===== src/birf_pkg.sv =====
// shared types and constants of the binary image rectangle finder
package birf_pkg;

    // frame size limits and register reset value
    localparam int MAX_ROWS_DEFAULT = 1024;
    localparam int MAX_COLS_DEFAULT = 1024;
    localparam int COUNT_RESET      = 1024;

    // field widths
    localparam int COUNT_W     = 11;
    localparam int ROW_W       = 10;
    localparam int COL_W       = 10;
    localparam int SIZE_W      = 11;
    localparam int INDEX_W     = 19;
    localparam int CFG_INDEX_W = 2;

    // result queue sizing
    localparam int FIFO_DEPTH    = 8;
    localparam int FIFO_PTR_W    = $clog2(FIFO_DEPTH);
    localparam int FIFO_CNT_W    = FIFO_PTR_W + 1;
    localparam int FIFO_HEADROOM = 4;

    // configuration register indexes
    typedef enum logic [CFG_INDEX_W-1:0] {
        REG_ROW_COUNT = 2'd0,
        REG_COL_COUNT = 2'd1
    } cfg_reg_t;

    // column record sweep control
    typedef enum logic {
        ST_CLEAR,
        ST_RUN
    } sweep_state_t;

    // one rectangle result
    typedef struct packed {
        logic [ROW_W-1:0]   corner_row;
        logic [COL_W-1:0]   corner_col;
        logic [SIZE_W-1:0]  rect_width;
        logic [SIZE_W-1:0]  rect_height;
        logic [INDEX_W-1:0] rect_index;
        logic               last;
    } rect_result_t;

    // queue write strobes, second implies first
    typedef struct packed {
        logic first;
        logic second;
    } fifo_push_t;

endpackage


===== src/birf_fifo.sv =====
// result queue, up to two writes and one read per cycle
module birf_fifo (
    input  logic                   aclk,
    input  logic                   aresetn,
    input  birf_pkg::fifo_push_t   push,
    input  birf_pkg::rect_result_t push_data0,
    input  birf_pkg::rect_result_t push_data1,
    output logic                   has_room,
    output logic                   out_valid,
    input  logic                   out_ready,
    output birf_pkg::rect_result_t out_data
);
    import birf_pkg::*;

    rect_result_t          slot_reg [FIFO_DEPTH];
    logic [FIFO_PTR_W-1:0] head_reg, head_next;
    logic [FIFO_PTR_W-1:0] tail_reg, tail_next;
    logic [FIFO_PTR_W-1:0] tail_plus1;
    logic [FIFO_CNT_W-1:0] count_reg, count_next;
    logic [1:0]            push_n;
    logic                  pop;

    // output side
    assign out_valid = (count_reg != '0);
    assign out_data  = slot_reg[head_reg];
    assign pop       = out_valid && out_ready;

    // room for the item at work and one more
    assign has_room = (count_reg <= FIFO_CNT_W'(FIFO_DEPTH - FIFO_HEADROOM));

    // pointer and fill arithmetic
    assign tail_plus1 = tail_reg + 1'b1;
    assign push_n     = {1'b0, push.first} + {1'b0, push.second};

    always_comb begin
        head_next  = pop ? (head_reg + 1'b1) : head_reg;
        tail_next  = tail_reg + FIFO_PTR_W'(push_n);
        count_next = count_reg + FIFO_CNT_W'(push_n) - FIFO_CNT_W'(pop);
    end

    // control registers
    always_ff @(posedge aclk) begin
        if (!aresetn) begin
            head_reg  <= '0;
            tail_reg  <= '0;
            count_reg <= '0;
        end else begin
            head_reg  <= head_next;
            tail_reg  <= tail_next;
            count_reg <= count_next;
        end
    end

    // storage
    always_ff @(posedge aclk) begin
        if (push.first) begin
            slot_reg[tail_reg] <= push_data0;
        end
        if (push.second) begin
            slot_reg[tail_plus1] <= push_data1;
        end
    end

endmodule


===== config.mk =====
export PLATFORM = sky130hd
export DESIGN_NAME = birf_fifo
export DESIGN_NICKNAME = d
export VERILOG_FILES = /design/src/birf_pkg.sv /design/src/birf_fifo.sv
export SDC_FILE = /design/constraint.sdc
export NUM_CORES = 1
export LEC_CHECK = 0
export BUFFER_PORTS_ARGS = -buffer_cell sky130_fd_sc_hd__buf_2
export CORE_MARGIN = 2
export CORE_UTILIZATION = 40
export DETAILED_ROUTE_END_ITERATION = 16
export GPL_TIMING_DRIVEN = 0
export HOLD_SLACK_MARGIN = 0.03
export PLACE_DENSITY = 0.54
export SLEW_MARGIN = 20
export SYNTH_ARGS = -nofsm -noshare
export SYNTH_HDL_FRONTEND = slang
export SYNTH_SLANG_ARGS = --single-unit

===== constraint.sdc =====
create_clock -name aclk -period 14.81 [get_ports aclk]
set_input_delay 4.443 -clock aclk [delete_from_list [all_inputs] [get_ports aclk]]
set_output_delay 4.443 -clock aclk [all_outputs]
set_load 0.01 [all_outputs]

; Yosys cells after proc, flatten, opt, wreduce, memory -nomap -nowiden
; Memory sizes are Yosys's and may differ from the RTL's. A register that Yosys moved wholly into a read port is not among the register bits.
; Index checks and enable logic that the tools add are counted.
; Widths: inputs -> output; s select.
[totals]
reg_bits = 10
latch_bits = 0
ramBits = 496
rom_bits = 0
in_bits = 129
out_inout_bits = 64
n_memories = 1
[mem_list]
columns = memory, words, width, read_ports, rd_ports_with_merged_regs, wr, line
row1 = slot_reg, 8, 62, 1, 1, 2, birf_fifo.sv:15  ; rect_result_t slot_reg [FIFO_DEPTH];
[op_classes]
n_addsub = 6
n_mul = 0
n_div = 0
order_cmp = 1
eq_ne = 0
shift = 0
n_mux = 6
n_bitwise = 0
reduce_logical = 2
[op_table]
columns = operator, n
row1 = $add 3x1->3 const B, 2
row2 = $mux 3, 2
row3 = $add 4x2->4, 1
row4 = $le 4x3->1 const B, 1
row5 = $mux 1, 4
row6 = $reduce_bool 4->1, 1
row7 = $sub 4x1->4, 1
row8 = $add 3x2->3, 1
row9 = $add 1x1->2, 1
row10 = $logic_and 1x1->1, 1

; Depth between registers and ports, before layout
[depth]
depth_word = 4
mapped_depth = 10
depth_no_buf = 10

; Worst setup path after synthesis
; Ideal clock, no wire load.
[synth_path]
kind = input to register
from = input push[1] in the netlist's numbering
to = memory slot_reg[2][0] in the netlist's numbering, enable pin
setup_time_ns = 0.577
arrival_ns = 9.218
t_required_ns = 14.233
setup_slack_ns = 5.015
path_stages = 2
path_buffers = 0
path_cell_list = nand2_1 > o32ai_1
[synth_lines]
columns = element, line
row1 = start: declaration, birf_fifo.sv:5  ; input birf_pkg::fifo_push_t push,
row2 = end: declaration, birf_fifo.sv:15

==> summary.txt <==
Outcome
  • Status: finished clean

Critical path
  • R2R setup slack: 11320 ps
  • Worst-path cell chain: buf_2 -> clkbuf_1 -> clkbuf_1 -> mux4_2 -> mux2_2 -> buf_2
  • CP peak stage delay: 760 ps
  • Cells on worst reg2reg path: 6
  • Crit path max fanout: 10
  • CP startpoint kind: flip-flop
  • Critical Path RT: 10370 ps
  • R2R Path Start: tail_reg[1]
  • Crit path kind: reg2out
  • Arr. time, crit path: 3530 ps
  • CP Capture Type: output port
  • CP max-delay cell: clkbuf_1
  • Reg2reg end: slot_reg[0][34]
  • Worst setup endpoint: out_data[14]

Route
  • Met1 wire length: 29700 µm
  • Vias/cell: 5.50
  • DRT Pass-1 Iters: 5
  • DR vias: ~14000
  • Final wirelength: 70500 µm
  • WL per Instance: 27.7 µm
  • DRT antenna net count: 0
  • Iter 0 DRT Violations: 1136
  • Drt drc: 0
  • Metal3 WL: 4580 µm
  • Top Metal Used: met5
  • WL met2: 34400 µm

Clock network
  • CTS root buf: clkbuf_16
  • Clock sink total: 509
  • CTS buffer count: 58
  • Skew-Pair Late Insertion Delay: approximately 620 ps
  • CTS tree: built
  • Clock-pin slew on the worst setup and hold paths: 60 ps
  • Max clock buf depth: 3
  • CTS H-tree lvls: 2
  • Postcts setup bufs: 0
  • PostCTS Resize Cnt: 0
  • CTS hold repair buffers: 0

Timing
  • TNS Setup: 0 ps
  • Clock skew: between 15 and 20 ps
  • Final hold violations: 0
  • Max Clk Rate: about 130 MHz
  • Min cycle time layout: 7980 ps
  • Pins Over Slew Limit: 0
  • Relative slew slack: between 20% and 30%
  • Tcrit/Tclk final: between 50% and 60%
  • Final Setup Violations: 0
  • Worst Tran Pin Value: 1130 ps
  • RSZ-0062 raised after global routing: false
  • Hold Worst Slack: 489 ps

Finish
  • Fraction of layout cells with a size suffix above 1: 62.3%
  • Filler cells: 5344
  • Sequential Area: 15200 µm²
  • Most frequent cells in the layout: 553 x mux2_2, 496 x edfxtp_1, 255 x buf_2
  • Final instance area: ~30000 µm²
  • Area Growth Syn to Fin: 19.0%
  • Number of flip-flops in the largest register: 496
  • Footprint of the multi-input gates: 9730 µm²
  • Final-stage net count: 1790
  • Commonest non-fill, non-tap cell in the layout: mux2_2

Placement
  • Post-DP HPWL: between 40000 and 50000 µm
  • RePlAce Congestion: 0.727
  • Port bufs: 192
  • Placed inst area: roughly 28000 µm²

Global route
  • Grt ovf: 0
  • First-pass GRT wire length: 102000 µm
  • Largest net degree at the start of global routing: 35
  • Gr usage total: 21.9%
  • Initial antenna violation count: 13
  • Vias in the first global route: 15000

Logic synthesis
  • Syn avg cell area: approximately 19 µm²
  • Seq/Total Area, Yosys: 60.1%
  • Yosys reg bits: 509
  • Synthesis warning total: 0
  • Post-synth cell types: 35
  • Post-Syn Nets: 1500
  • Ys async rst share: 0%
  • EDFF count, synth: 496
  • Mapped cell area: around 25000 µm²
  • Synth Flop Type: edfxtp_1
  • Post-Synthesis Cells: 1358

Power
  • Power per cell area: ~140 nW/µm²
  • Pleak: 0.0100 µW
  • Worst VDD drop: ~0.09 mV
  • Tot Pwr: 4280 µW

Hold path
  • Hold Crit Depth: 2
  • Hold Crit Class: reg2reg

Floorplanning
  • Initial Utilization: 40.2%
  • Full die area: ~65000 µm²
  • Core area: 62700 µm²
  • Row count: 92
  • Die H: about 260 µm
  • # IOs: 193
  • Die W: roughly 260 µm

Run
  • # Max-Cap Violations: 0
## how the worst min path moves through the flow
stage / startpoint / to / slack (ps)
after global placement: head_reg[1] / head_reg[1] / 480
final: head_reg[2] / head_reg[2] / 490
after CTS: head_reg[2] / head_reg[2] / 490
after detailed placement: head_reg[2] / head_reg[2] / 490
after global routing: head_reg[2] / head_reg[2] / 510
after floorplan: head_reg[2] / flip-flop / 450
## Yosys cell counts, types with 2 or more instances
| cell | n | area, µm² |
|---|---|---|
| buf_1 | 3 | 11.3 |
| mux2_1 | 5 | 56.3 |
| ha_1 | 11 | 138 |
| o21ai_0 | 3 | 15.0 |
| o22ai_1 | 3 | 18.8 |
| a21oi_1 | 2 | 10.0 |
| inv_1 | 10 | 37.5 |
| nand2b_1 | 6 | 37.5 |
| dfxtp_1 | 13 | 260 |
| mux2_2 | 553 | 6230 |
| buf_2 | 63 | 315 |
| fa_1 | 2 | 40.0 |
| nand2_1 | 13 | 48.8 |
| mux2i_1 | 5 | 50.1 |
| nor2_1 | 5 | 18.8 |
| clkbuf_1 | 20 | 75.1 |
| edfxtp_1 | 496 | 14900 |
| and2_1 | 5 | 31.3 |
| mux4_2 | 124 | 2790 |
## area by class of cell
type	instances	area share, %
clock inverters	16	0.242
well taps	846	3.53
repair buffers	230	6.22
inverters	10	0.125
multi-input cells	753	32.4
plain buffers	86	1.34
clock buffers	87	5.61
flip-flops and latches	509	50.5
diodes	5	0.0417
## power by group
group          total [µW]  switching [µW]  internal [µW]
Clock                1350             575            776
Sequential           1810            34.2           1780
Combinational        1110             579            536
Total                4280            1190           3090
## metrics by stage
stage,utilization [%],instances,setup WS (ps)
after detailed placement,45.0,2434,7470
after global placement,43.4,2396,-1380
final,47.8,2542,6830
after CTS,47.8,2537,6800
after global routing,47.8,2539,6680
after floorplan,-,1358,5010
## critical path, delay by kind of cell, from the launching register on
family	cells	cell delay, ps
buffers and inverters	4	1890
DFF	1	300
muxes	2	720
## cell families after synthesis
kind of cell               synth area share [%]
muxes                                      36.2
DFF                                        60.1
buffers and inverters                      1.74
and+or+nand+nor                           0.794
adders and majority gates                 0.704
AOI/OAI and AO/OA                         0.298
xor gates and xnor gates                  0.198
## routing by layer
metal,up-vias,GRT usage (%)
met4,16,5.81
met1,7247,29.1
met2,421,36.4
li1,6159,-
met3,129,4.94
met5,-,0
No activity file was read; power rests on OpenSTA's default activity.
