--- src/birf_ram.sv ---
// generic simple dual port ram with registered read
module birf_ram #(
    parameter int WIDTH = 8,
    parameter int DEPTH = 16
) (
    input  logic                                   aclk,
    input  logic                                   we,
    input  logic [((DEPTH > 1) ? $clog2(DEPTH) : 1)-1:0] waddr,
    input  logic [WIDTH-1:0]                       wdata,
    input  logic [((DEPTH > 1) ? $clog2(DEPTH) : 1)-1:0] raddr,
    output logic [WIDTH-1:0]                       rdata
);

    logic [WIDTH-1:0] mem [DEPTH];

    // write port
    always_ff @(posedge aclk) begin
        if (we) begin
            mem[waddr] <= wdata;
        end
    end

    // read port, old data on a same address collision
    always_ff @(posedge aclk) begin
        rdata <= mem[raddr];
    end

endmodule

--- config.mk ---
export PLATFORM = sky130hd
export DESIGN_NAME = birf_ram
export DESIGN_NICKNAME = d
export VERILOG_FILES = /design/src/birf_ram.sv
export SDC_FILE = /design/constraint.sdc
export NUM_CORES = 1
export LEC_CHECK = 0
export ABC_AREA = 1
export BUFFER_PORTS_ARGS = -buffer_cell sky130_fd_sc_hd__buf_4
export CORE_ASPECT_RATIO = 1.2
export CORE_MARGIN = 2
export CORE_UTILIZATION = 45
export CTS_BUF_LIST = sky130_fd_sc_hd__clkbuf_2 sky130_fd_sc_hd__clkbuf_4 sky130_fd_sc_hd__clkbuf_8
export DETAILED_ROUTE_END_ITERATION = 16
export SYNTH_ARGS = -nofsm -noshare
export SYNTH_HDL_FRONTEND = slang
export SYNTH_SLANG_ARGS = --single-unit
--- constraint.sdc ---
create_clock -name aclk -period 1.36 [get_ports aclk]
set_clock_uncertainty 0.05 [all_clocks]
set_input_delay 0.272 -clock aclk [delete_from_list [all_inputs] [get_ports aclk]]
set_output_delay 0.272 -clock aclk [all_outputs]
set_load 0.01 [all_outputs]
* Yosys cells after proc, flatten, opt, wreduce, memory -nomap -nowiden
Memories as Yosys holds them, arrays and structs flattened. A register that Yosys moved wholly into a read port is not among the register bits.
Cells that the tools add are included.
** Storage, ports and cells
- Bits of input ports :: 18
- Memories :: 1
- RAM bits :: 128
- Output and inout port bits :: 8
- Flip-flop bits (word level) :: 0
** Memory list
- mem :: words 16, width 8, rd ports 1, clocked after Yosys merged registers in 1, write ports 1, RTL line 14 : logic [WIDTH-1:0] mem [DEPTH];
** Operators by class
- Multiplexer cells :: 2
** Operators with widths (number)
- $mux 1 :: 2

* Longest topological paths before layout
Gate-level depths: netlist of run 1.
- Depth in word-level cells :: 2
- Gate-level depth with buffers :: 8
- Gate-level depth less buffers :: 7

* Worst setup path before layout of run 1
OpenSTA, ideal clock, no wires.
- Path type :: in2reg
- Start :: input port waddr[3] (netlist bit)
- End :: memory mem[4][0] (enable)
- Slack :: 0.087 ns
- Data required time :: 0.940 ns
- Setup time :: 0.370 ns
- Stages on the path :: 2
- Arrival :: 0.853 ns
- Path through :: nand3b_1 -> nor2_1
** RTL lines
- from (decl) :: RTL line 8 : input logic [((DEPTH > 1) ? $clog2(DEPTH) : 1)-1:0] waddr,
- to (decl) :: RTL line 14
No word-level cell before the write port.

* Worst setup path in the final report of run 1
- Start :: register rdata[0], read port of mem
- End :: output port rdata[0]
** RTL lines
- from (decl) :: RTL line 11 : output logic [WIDTH-1:0] rdata
No word-level cell between the ends.

==> impl_metrics.env, run 1 <==
export IMPL_hp_class="in -> reg"
export IMPL_num_vias=3803
export IMPL_tns_ps=0
export IMPL_globalplace_congestion=0.902
export IMPL_seqCellArea_um2=4000
export IMPL_crit_cells=1
export IMPL_dp_hpwl_mm=8.27
export IMPL_cts_hold_buf=0
export IMPL_critical_path_endpoint="rdata[0]"
export IMPL_postPlaceCellArea_um2=6270
export IMPL_netlist_top_cells_area="edfxtp_1, nand2_1, nand3_1"
export IMPL_worstPathRequired_ps=1040
export IMPL_worstSkewPairLatency_ps=440
export IMPL_crit_start="rdata[0]"
export IMPL_clockBufferDepth=2
export IMPL_port_buffers=25
export IMPL_ant_nets=0
export IMPL_ios=26
export IMPL_ys_seq_elements=136
export IMPL_track_usage=0.199
export IMPL_diodes=0
export IMPL_grt_pass1_wl_mm=19.8
export IMPL_synth_cell_area_um2=5770
export IMPL_viasPerCell=4.90
export IMPL_cts_repair_resized=0
export IMPL_drive_gt1_frac=0.136
export IMPL_first_pass_iters=4
export IMPL_place_inst=744
export IMPL_path_clk_slew_ps=80
export IMPL_synth_top_cell_area_share=0.667
export IMPL_worst_setup_path_end_kind="output port"
export IMPL_cp_top_family="flip-flops"
export IMPL_cts_max_level=4
export IMPL_cts_setup_buffers=0
export IMPL_drt_iter0_drc=173
export IMPL_yosys_warnings=0
export IMPL_cap_violations=0
export IMPL_synth_seq_area_share=0.694
export IMPL_yosysTopAreaCell="edfxtp_1"
export IMPL_antenna_found_initial=0
export IMPL_tightest_slew_ps=245
export IMPL_fin_hold_ws_ps=119
export IMPL_grt_overflow_total=0
export IMPL_fin_crit_ps=1260
export IMPL_fillCellCount=1117
export IMPL_reg2regPathDepth=6
export IMPL_design_area_um2=6660
export IMPL_std_cell_rows=45
export IMPL_finalHoldViolCount=0
export IMPL_multiInputGateArea_um2=1210
export IMPL_vdd_drop_max_uv=714
export IMPL_synth_distinct_cells=12
export IMPL_core_um2=12600
export IMPL_fmax_ghz=0.793
export IMPL_cts_sinks=136
export IMPL_status="finished clean"
export IMPL_postSynthAreaPerCell_um2=10.5
export IMPL_p_total_uw=8630
export IMPL_path_cells="buf_4"
export IMPL_root_buffer="clkbuf_8"
export IMPL_netlist_instances=551
export IMPL_power_density_nw_per_um2=1300
export IMPL_dieWidth_um=107
export IMPL_critPathSlowestCell="dfxtp_1"
export IMPL_route_detailed_drc=0
export IMPL_layout_commonest_cell="nand2_1"
export IMPL_relSlewSlack=0.836
export IMPL_cts_buffers=17
export IMPL_cts_tree="built"
export IMPL_cp_data_arrival_time_ps=940
export IMPL_die_y_um=128
export IMPL_rr_startpoint="mem[5][7]"
export IMPL_grt_pass1_vias=3626
export IMPL_startpoint_type="flop"
export IMPL_final_cell_mix="nand2_1, edfxtp_1, inv_1"
export IMPL_grt_max_degree=55
export IMPL_finalSetupViolCount=0
export IMPL_stdcell_count=776
export IMPL_drv_slew=0
export IMPL_r2r_end="rdata[7]"
export IMPL_cp_num_buf_inv=1
export IMPL_path_class="reg -> out"
export IMPL_crit_fanout=1
export IMPL_fin_crit_sh=0.927
export IMPL_wl_mm=12.7
export IMPL_r2r_slack_ps=290
export IMPL_rsz0062_at_grt="false"
export IMPL_syn_nets=569
export IMPL_die_area_um2=13700
export IMPL_routedWlPerCell_um=16.3
export IMPL_final_nets=617
export IMPL_critPathMaxStageDelay_ps=370
export IMPL_p_leak_uw=0.00288
export IMPL_initial_core_util=0.457
export IMPL_syn2layout_area_growth_pct=15.5
[synth_stat cells, drive strengths merged]
cell,n
nand3b,2
dfxtp,8
nand2,173
buf,24
edfxtp,128
nand3,97
inv,102
nor2,17
[worst min-delay path by stage]
stage	startpoint	endpoint	slack [ps]	depth (start not counted)
6_report	raddr[3]	rdata[3]	120	3
5_1_grt	raddr[3]	rdata[3]	110	3
3_3_place_gp	raddr[3]	rdata[3]	560	3
4_1_cts	raddr[3]	rdata[3]	100	3
2_1_floorplan	wdata[0]	mem[0][0]	320	0
3_5_place_dp	raddr[3]	rdata[3]	560	3
[layout make-up]
type | count | area share
sequential | 136 | 0.601
multi-input combinational | 289 | 0.182
timing repair buffer | 53 | 0.0691
inverter | 102 | 0.0575
clock buffer | 17 | 0.0351
tap | 164 | 0.0308
clock inverter | 15 | 0.0240
[cell families (layout without fill, tap and decap cells)]
group / after synthesis / count (layout) / share of synthesized area
buf+inv: 126 / 187 / 0.0952
flops: 136 / 136 / 0.694
simple gates: 289 / 289 / 0.210
[state kept, by name, indices dropped and copies added (netlist names)]
| register | count |
|---|---|
| rdata | 8 |
| mem | 128 |
[report_power, final]
part	internal (uW)	total, uW	switching, uW	leakage (uW)
registers	4680	4710	32.3	0.00122
clock network	1770	3290	1510	0.000180
logic	224	631	407	0.00148
[through the flow]
step           setup slack (ps)   util
2_1_floorplan              87.2      -
3_3_place_gp               14.7  0.497
3_5_place_dp              -7.36  0.497
4_1_cts                    74.2  0.528
5_1_grt                    52.4  0.528
6_report                   98.9  0.528
[metal layers]
| layer | up-vias | routed length [um] | global-route usage |
|---|---|---|---|
| li1 | 1863 | - | - |
| met1 | 1823 | 5380 | 0.249 |
| met2 | 92 | 6420 | 0.329 |
| met3 | 25 | 506 | 0.0452 |
| met4 | 0 | 369 | 0.0928 |
| met5 | - | 0 | 0 |
Note: power is estimated with default switching activity, not from simulation.
==> run 2: changes to the inputs <==
--- a/config.mk
+++ b/config.mk
@@ -7,11 +7,14 @@
 export LEC_CHECK = 0
 export ABC_AREA = 1
 export BUFFER_PORTS_ARGS = -buffer_cell sky130_fd_sc_hd__buf_4
+export CELL_PAD_IN_SITES_DETAIL_PLACEMENT = 0
+export CELL_PAD_IN_SITES_GLOBAL_PLACEMENT = 1
 export CORE_ASPECT_RATIO = 1.2
 export CORE_MARGIN = 2
 export CORE_UTILIZATION = 45
 export CTS_BUF_LIST = sky130_fd_sc_hd__clkbuf_2 sky130_fd_sc_hd__clkbuf_4 sky130_fd_sc_hd__clkbuf_8
 export DETAILED_ROUTE_END_ITERATION = 16
+export PLACE_DENSITY_LB_ADDON = 0.1
 export SYNTH_ARGS = -nofsm -noshare
 export SYNTH_HDL_FRONTEND = slang
 export SYNTH_SLANG_ARGS = --single-unit
==> run 2 against run 1 <==
  * Wire length increased by 3.5%
  * Final cell count increased by 0.13%
  * Clock power decreased by 6.7%
  * Total power decreased by 2.3%
  * Fmax decreased by 1.1%
  * Global-route usage increased by 0.93 points
  * Non-clock buffer count increased by 1
  * Core utilization increased by 0.060 points
  * Critical path type unchanged
  * Highest routed layer unchanged
==> impl_metrics.env, run 2 (synthesis results as in run 1) <==
export IMPL_fillCellCount=1128
export IMPL_stdcell_count=777
export IMPL_critPathMaxStageDelay_ps=380
export IMPL_port_buffers=25
export IMPL_regMostFlops="mem"
export IMPL_status="finished clean"
export IMPL_path_cells="buf_4"
export IMPL_num_vias=3754
export IMPL_cp_top_family="flip-flops"
export IMPL_critPathSlowestCell="dfxtp_1"
export IMPL_fin_crit_sh=0.937
export IMPL_hp_class="in -> reg"
export IMPL_seq_power_share=0.559
export IMPL_first_pass_iters=5
export IMPL_path_class="reg -> out"
export IMPL_fmax_ghz=0.784
export IMPL_tns_ps=0
export IMPL_syn2layout_area_growth_pct=15.6
export IMPL_cts_tree="built"
export IMPL_largest_reg_flops=128
export IMPL_comb_power_share=0.078
export IMPL_grt_pass1_wl_mm=20.5
export IMPL_r2r_slack_ps=280
export IMPL_reg2regPathDepth=6
export IMPL_clockBufferDepth=2
export IMPL_drive_gt1_frac=0.144
export IMPL_busiest_layer="met2"
export IMPL_track_usage=0.208
export IMPL_grt_overflow_total=0
export IMPL_place_inst=745
export IMPL_std_cell_rows=45
export IMPL_tightest_slew_ps=276
export IMPL_met2_usage=0.329
export IMPL_worstSkewPairLatency_ps=440
export IMPL_holdPathEnd="rdata[7]"
export IMPL_drt_iter0_drc=232
export IMPL_antenna_found_initial=0
export IMPL_postPlaceCellArea_um2=6300
export IMPL_die_area_um2=13700
export IMPL_final_nets=618
export IMPL_path_clk_slew_ps=80
export IMPL_wl_mm=13.1
export IMPL_p_switching_uw=2050
export IMPL_crit_fanout=1
export IMPL_finalHoldViolCount=0
export IMPL_routedWlPerCell_um=16.9
export IMPL_core_um2=12600
export IMPL_dieWidth_um=107
export IMPL_route_detailed_drc=0
export IMPL_design_area_um2=6670
export IMPL_viasPerCell=4.83
export IMPL_clockPowerShare=0.364
export IMPL_cts_max_level=4
export IMPL_hold_depth=3
export IMPL_p_leak_uw=0.00290
export IMPL_reg_largest_list="mem x128, rdata x8"
export IMPL_grt_max_degree=44
export IMPL_final_util=0.529
export IMPL_cp_data_arrival_time_ps=950
export IMPL_globalplace_congestion=0.765
export IMPL_swShare=0.243
export IMPL_relSlewSlack=0.816
export IMPL_layout_commonest_cell="nand2_1"
export IMPL_worst_setup_path_end_kind="output port"
export IMPL_rsz0062_at_grt="false"
export IMPL_dp_hpwl_mm=8.35
export IMPL_fin_crit_ps=1270
export IMPL_final_cell_mix="nand2_1, edfxtp_1, inv_1"
export IMPL_root_buffer="clkbuf_8"
export IMPL_rr_startpoint="mem[15][3]"
export IMPL_cts_setup_buffers=0
export IMPL_initial_core_util=0.457
export IMPL_worstPathRequired_ps=1040
export IMPL_grt_pass1_vias=3609
export IMPL_p_int_uw=6380
export IMPL_cts_sinks=136
export IMPL_ant_nets=0
export IMPL_finalSetupViolCount=0
export IMPL_vdd_drop_max_uv=676
export IMPL_grtUsageMet1=0.289
export IMPL_drv_slew=0
export IMPL_min_delay_start="raddr[3]"
export IMPL_crit_start="rdata[3]"
export IMPL_cts_buffers=17
export IMPL_cp_num_buf_inv=1
export IMPL_diodes=0
export IMPL_cap_violations=0
export IMPL_power_density_nw_per_um2=1260
export IMPL_ios=26
export IMPL_cts_repair_resized=0
export IMPL_startpoint_type="flop"
export IMPL_r2r_end="rdata[3]"
export IMPL_die_y_um=128
export IMPL_met3_usage=0.0493
export IMPL_cts_hold_buf=0
run 2: changes by cell type in the layout (fill, tap and decap cells not counted):
cell        change
buf_12          +2
buf_4           -1
bufinv_16       -2
clkbuf_4        +1
clkinv_1        -4
clkinv_2        +1
clkinv_4        +4
clkinvlp_4      -2
inv_6           +2
run 2: layer usage:
metal	part of all wire	routed length [um]	vias up
met2	0.47	6190	91
met5	0	0	-
met3	0.042	552	13
met1	0.47	6210	1779
met4	0.012	162	0
li1	-	-	1871
run 2: power groups by stage:
stage | Sequential (uW) | Clock, uW | Combinational, uW
3_5_place_dp | 4810 | 0 | 662
2_1_floorplan | 4810 | 0 | 331
6_report | 4710 | 3070 | 654
3_3_place_gp | 4800 | 0 | 660
4_1_cts | 4710 | 3140 | 664
5_1_grt | 4720 | 3330 | 726
run 2: worst reg2reg max path, cell delays in order (launching register included):
cell and delay, ps:
edfxtp_1 390, inv_1 60, nand2_1 40, nand3_1 70
nand3_1 130, nand3_1 170, nand2_1 60
run 2: per-stage QoR:
| stage | total power [uW] | hold slack, ps | worst slack, ps |
|---|---|---|---|
| floorplan | 5140 | 321 | 87.2 |
| global placement | 5460 | 547 | -70.9 |
| global route | 8770 | 92.0 | 37.1 |
| finish | 8430 | 101 | 85.0 |
| CTS | 8510 | 80.5 | 55.8 |
| detailed placement | 5470 | 551 | -70.9 |
run 2: worst max path at each step:
| stage | endpoint | depth (start not counted) |
|---|---|---|
| 2_1_floorplan | mem[4][0] | 2 |
| 3_3_place_gp | rdata[4] | 8 |
| 3_5_place_dp | rdata[3] | 8 |
| 4_1_cts | rdata[3] | 1 |
| 5_1_grt | rdata[3] | 1 |
| 6_report | rdata[3] | 1 |
run 2: cell type report:
cell class / count / area, um^2 / area share
timing repair buffer: 54 / 493 / 0.0739
clock inverter: 14 / 128 / 0.0191
sequential: 136 / 4000 / 0.600
tap: 164 / 205 / 0.0308
inverter: 102 / 383 / 0.0574
multi-input combinational: 289 / 1210 / 0.182
clock buffer: 18 / 241 / 0.0362
==> run 3: changes to the inputs <==
--- a/config.mk
+++ b/config.mk
@@ -10,11 +10,11 @@
 export CELL_PAD_IN_SITES_DETAIL_PLACEMENT = 0
 export CELL_PAD_IN_SITES_GLOBAL_PLACEMENT = 1
 export CORE_ASPECT_RATIO = 1.2
-export CORE_MARGIN = 2
 export CORE_UTILIZATION = 45
 export CTS_BUF_LIST = sky130_fd_sc_hd__clkbuf_2 sky130_fd_sc_hd__clkbuf_4 sky130_fd_sc_hd__clkbuf_8
 export DETAILED_ROUTE_END_ITERATION = 16
 export PLACE_DENSITY_LB_ADDON = 0.1
+export RECOVER_POWER = 50
 export SYNTH_ARGS = -nofsm -noshare
 export SYNTH_HDL_FRONTEND = slang
 export SYNTH_SLANG_ARGS = --single-unit
==> run 3 against run 2 <==
  * Clock power rose by 7.2%
  * Combinational power fell by 2%
  * Count of clock-buffer cells in the layout rose by 5
  * Die area fell by 3.4%
  * Hold slack improved by 23 ps
  * Total power rose by 2.4%
  * Sequential cell count did not move
  * Wire length fell by 0.31%
  * Final cell count fell by 0.39%
  * Critical path depth did not move
  * Sequential power barely moved
==> impl_metrics.env, run 3 (synthesis results as in run 1) <==
export IMPL_fin_crit_ps=1300
export IMPL_reg_largest_list="mem x128, rdata x8"
export IMPL_fin_hold_ws_ps=124
export IMPL_finalSetupViolCount=0
export IMPL_seq_power_share=0.546
export IMPL_p_int_uw=6740
export IMPL_cts_buffers=17
export IMPL_critPathMaxStageDelay_ps=410
export IMPL_grt_pass1_vias=3753
export IMPL_worstPathRequired_ps=1040
export IMPL_drv_slew=0
export IMPL_holdPathEnd="rdata[4]"
export IMPL_ios=26
export IMPL_num_vias=3749
export IMPL_drt_iter0_drc=200
export IMPL_tightest_slew_ps=1010
export IMPL_final_nets=619
export IMPL_globalplace_congestion=0.848
export IMPL_cts_hold_buf=0
export IMPL_path_cells="buf_4"
export IMPL_final_cell_mix="nand2_1, edfxtp_1, inv_1"
export IMPL_largest_reg_flops=128
export IMPL_fillCellCount=1116
export IMPL_cap_violations=0
export IMPL_grt_max_degree=39
export IMPL_cts_setup_buffers=0
export IMPL_regMostFlops="mem"
export IMPL_fin_crit_sh=0.957
export IMPL_p_switching_uw=1890
export IMPL_startpoint_type="flop"
export IMPL_worstSkewPairLatency_ps=430
export IMPL_p_leak_uw=0.00288
export IMPL_fmax_ghz=0.769
export IMPL_final_setup_worst_slack_ps=59.1
export IMPL_cts_repair_resized=0
export IMPL_track_usage=0.214
export IMPL_design_area_um2=6650
export IMPL_routedWlPerCell_um=16.9
export IMPL_clockPowerShare=0.380
export IMPL_wl_mm=13.1
export IMPL_drive_gt1_frac=0.126
export IMPL_cts_sinks=136
export IMPL_layout_commonest_cell="nand2_1"
export IMPL_hold_depth=3
export IMPL_critPathSlowestCell="dfxtp_1"
export IMPL_initial_core_util=0.470
export IMPL_crit_fanout=1
export IMPL_core_um2=12300
export IMPL_path_clk_slew_ps=70
export IMPL_ant_nets=0
export IMPL_viasPerCell=4.84
export IMPL_hp_class="in -> reg"
export IMPL_relSlewSlack=0.327
export IMPL_die_y_um=126
export IMPL_die_area_um2=13300
export IMPL_antenna_found_initial=0
export IMPL_worst_setup_path_end_kind="output port"
export IMPL_place_ws_ps=-144
export IMPL_port_buffers=25
export IMPL_r2r_end="rdata[6]"
export IMPL_path_class="reg -> out"
export IMPL_reg2regPathDepth=6
export IMPL_dieWidth_um=105
export IMPL_grt_pass1_wl_mm=20.3
export IMPL_tns_ps=0
export IMPL_root_buffer="clkbuf_8"
export IMPL_dp_hpwl_mm=8.54
export IMPL_min_delay_start="raddr[3]"
export IMPL_power_density_nw_per_um2=1300
export IMPL_comb_power_share=0.074
export IMPL_vdd_drop_max_uv=634
export IMPL_swShare=0.219
export IMPL_rr_startpoint="mem[5][6]"
export IMPL_r2r_slack_ps=280
export IMPL_cp_num_buf_inv=1
export IMPL_route_detailed_drc=0
export IMPL_syn2layout_area_growth_pct=15.3
export IMPL_std_cell_rows=44
export IMPL_grt_overflow_total=0
export IMPL_status="finished clean"
export IMPL_finalHoldViolCount=0
export IMPL_postPlaceCellArea_um2=6290
export IMPL_clockBufferDepth=2
export IMPL_cts_max_level=4
export IMPL_first_pass_iters=4
export IMPL_cp_data_arrival_time_ps=980
export IMPL_diodes=0
export IMPL_rsz0062_at_grt="false"
export IMPL_cp_top_family="flip-flops"
export IMPL_cts_tree="built"
export IMPL_final_util=0.541
run 3: cell types whose count changed in the layout (fill, tap and decap cells not counted), sizes merged:
cell,previous run,this run
clkbuf,18,34
buf,54,44
clkinv,7,4
clkinvlp,4,2
inv,104,102
bufinv,1,2
run 3: worst max path at each step:
stage,start,end,slack [ps],cells after the start
floorplan,waddr[3],mem[4][0],90,2
global placement,raddr[0],rdata[6],-150,8
detailed placement,raddr[0],rdata[6],-140,8
CTS,rdata[1],rdata[1],30,1
global route,rdata[1],rdata[1],40,1
finish,rdata[1],rdata[1],60,1
run 3: power by group through the flow:
stage	Sequential [uW]	Combinational, uW	Clock [uW]
6_report	4710	638	3290
5_1_grt	4720	705	3510
4_1_cts	4710	662	3370
3_5_place_dp	4800	660	0
3_3_place_gp	4800	655	0
2_1_floorplan	4810	331	0
run 3: area by class of cell:
type	count	area (um^2)	area share
clock buffer	23	304	0.0457
tap	161	201	0.0303
sequential	136	4000	0.602
timing repair buffer	55	447	0.0672
clock inverter	8	95.1	0.0143
multi-input combinational	289	1210	0.183
inverter	102	383	0.0576
run 3: stage by stage:
step / power [uW] / instances
after floorplan: 5140 / 551
after global placement: 5460 / 743
after global routing: 8930 / 774
final: 8640 / 774
after CTS: 8740 / 774
after detailed placement: 5460 / 743
run 3: metal layers:
layer,up-vias,track usage,part of all wire
li1,1870,-,-
met1,1784,0.258,0.42
met2,75,0.368,0.52
met3,20,0.0367,0.032
met4,0,0.108,0.027
met5,-,0,0
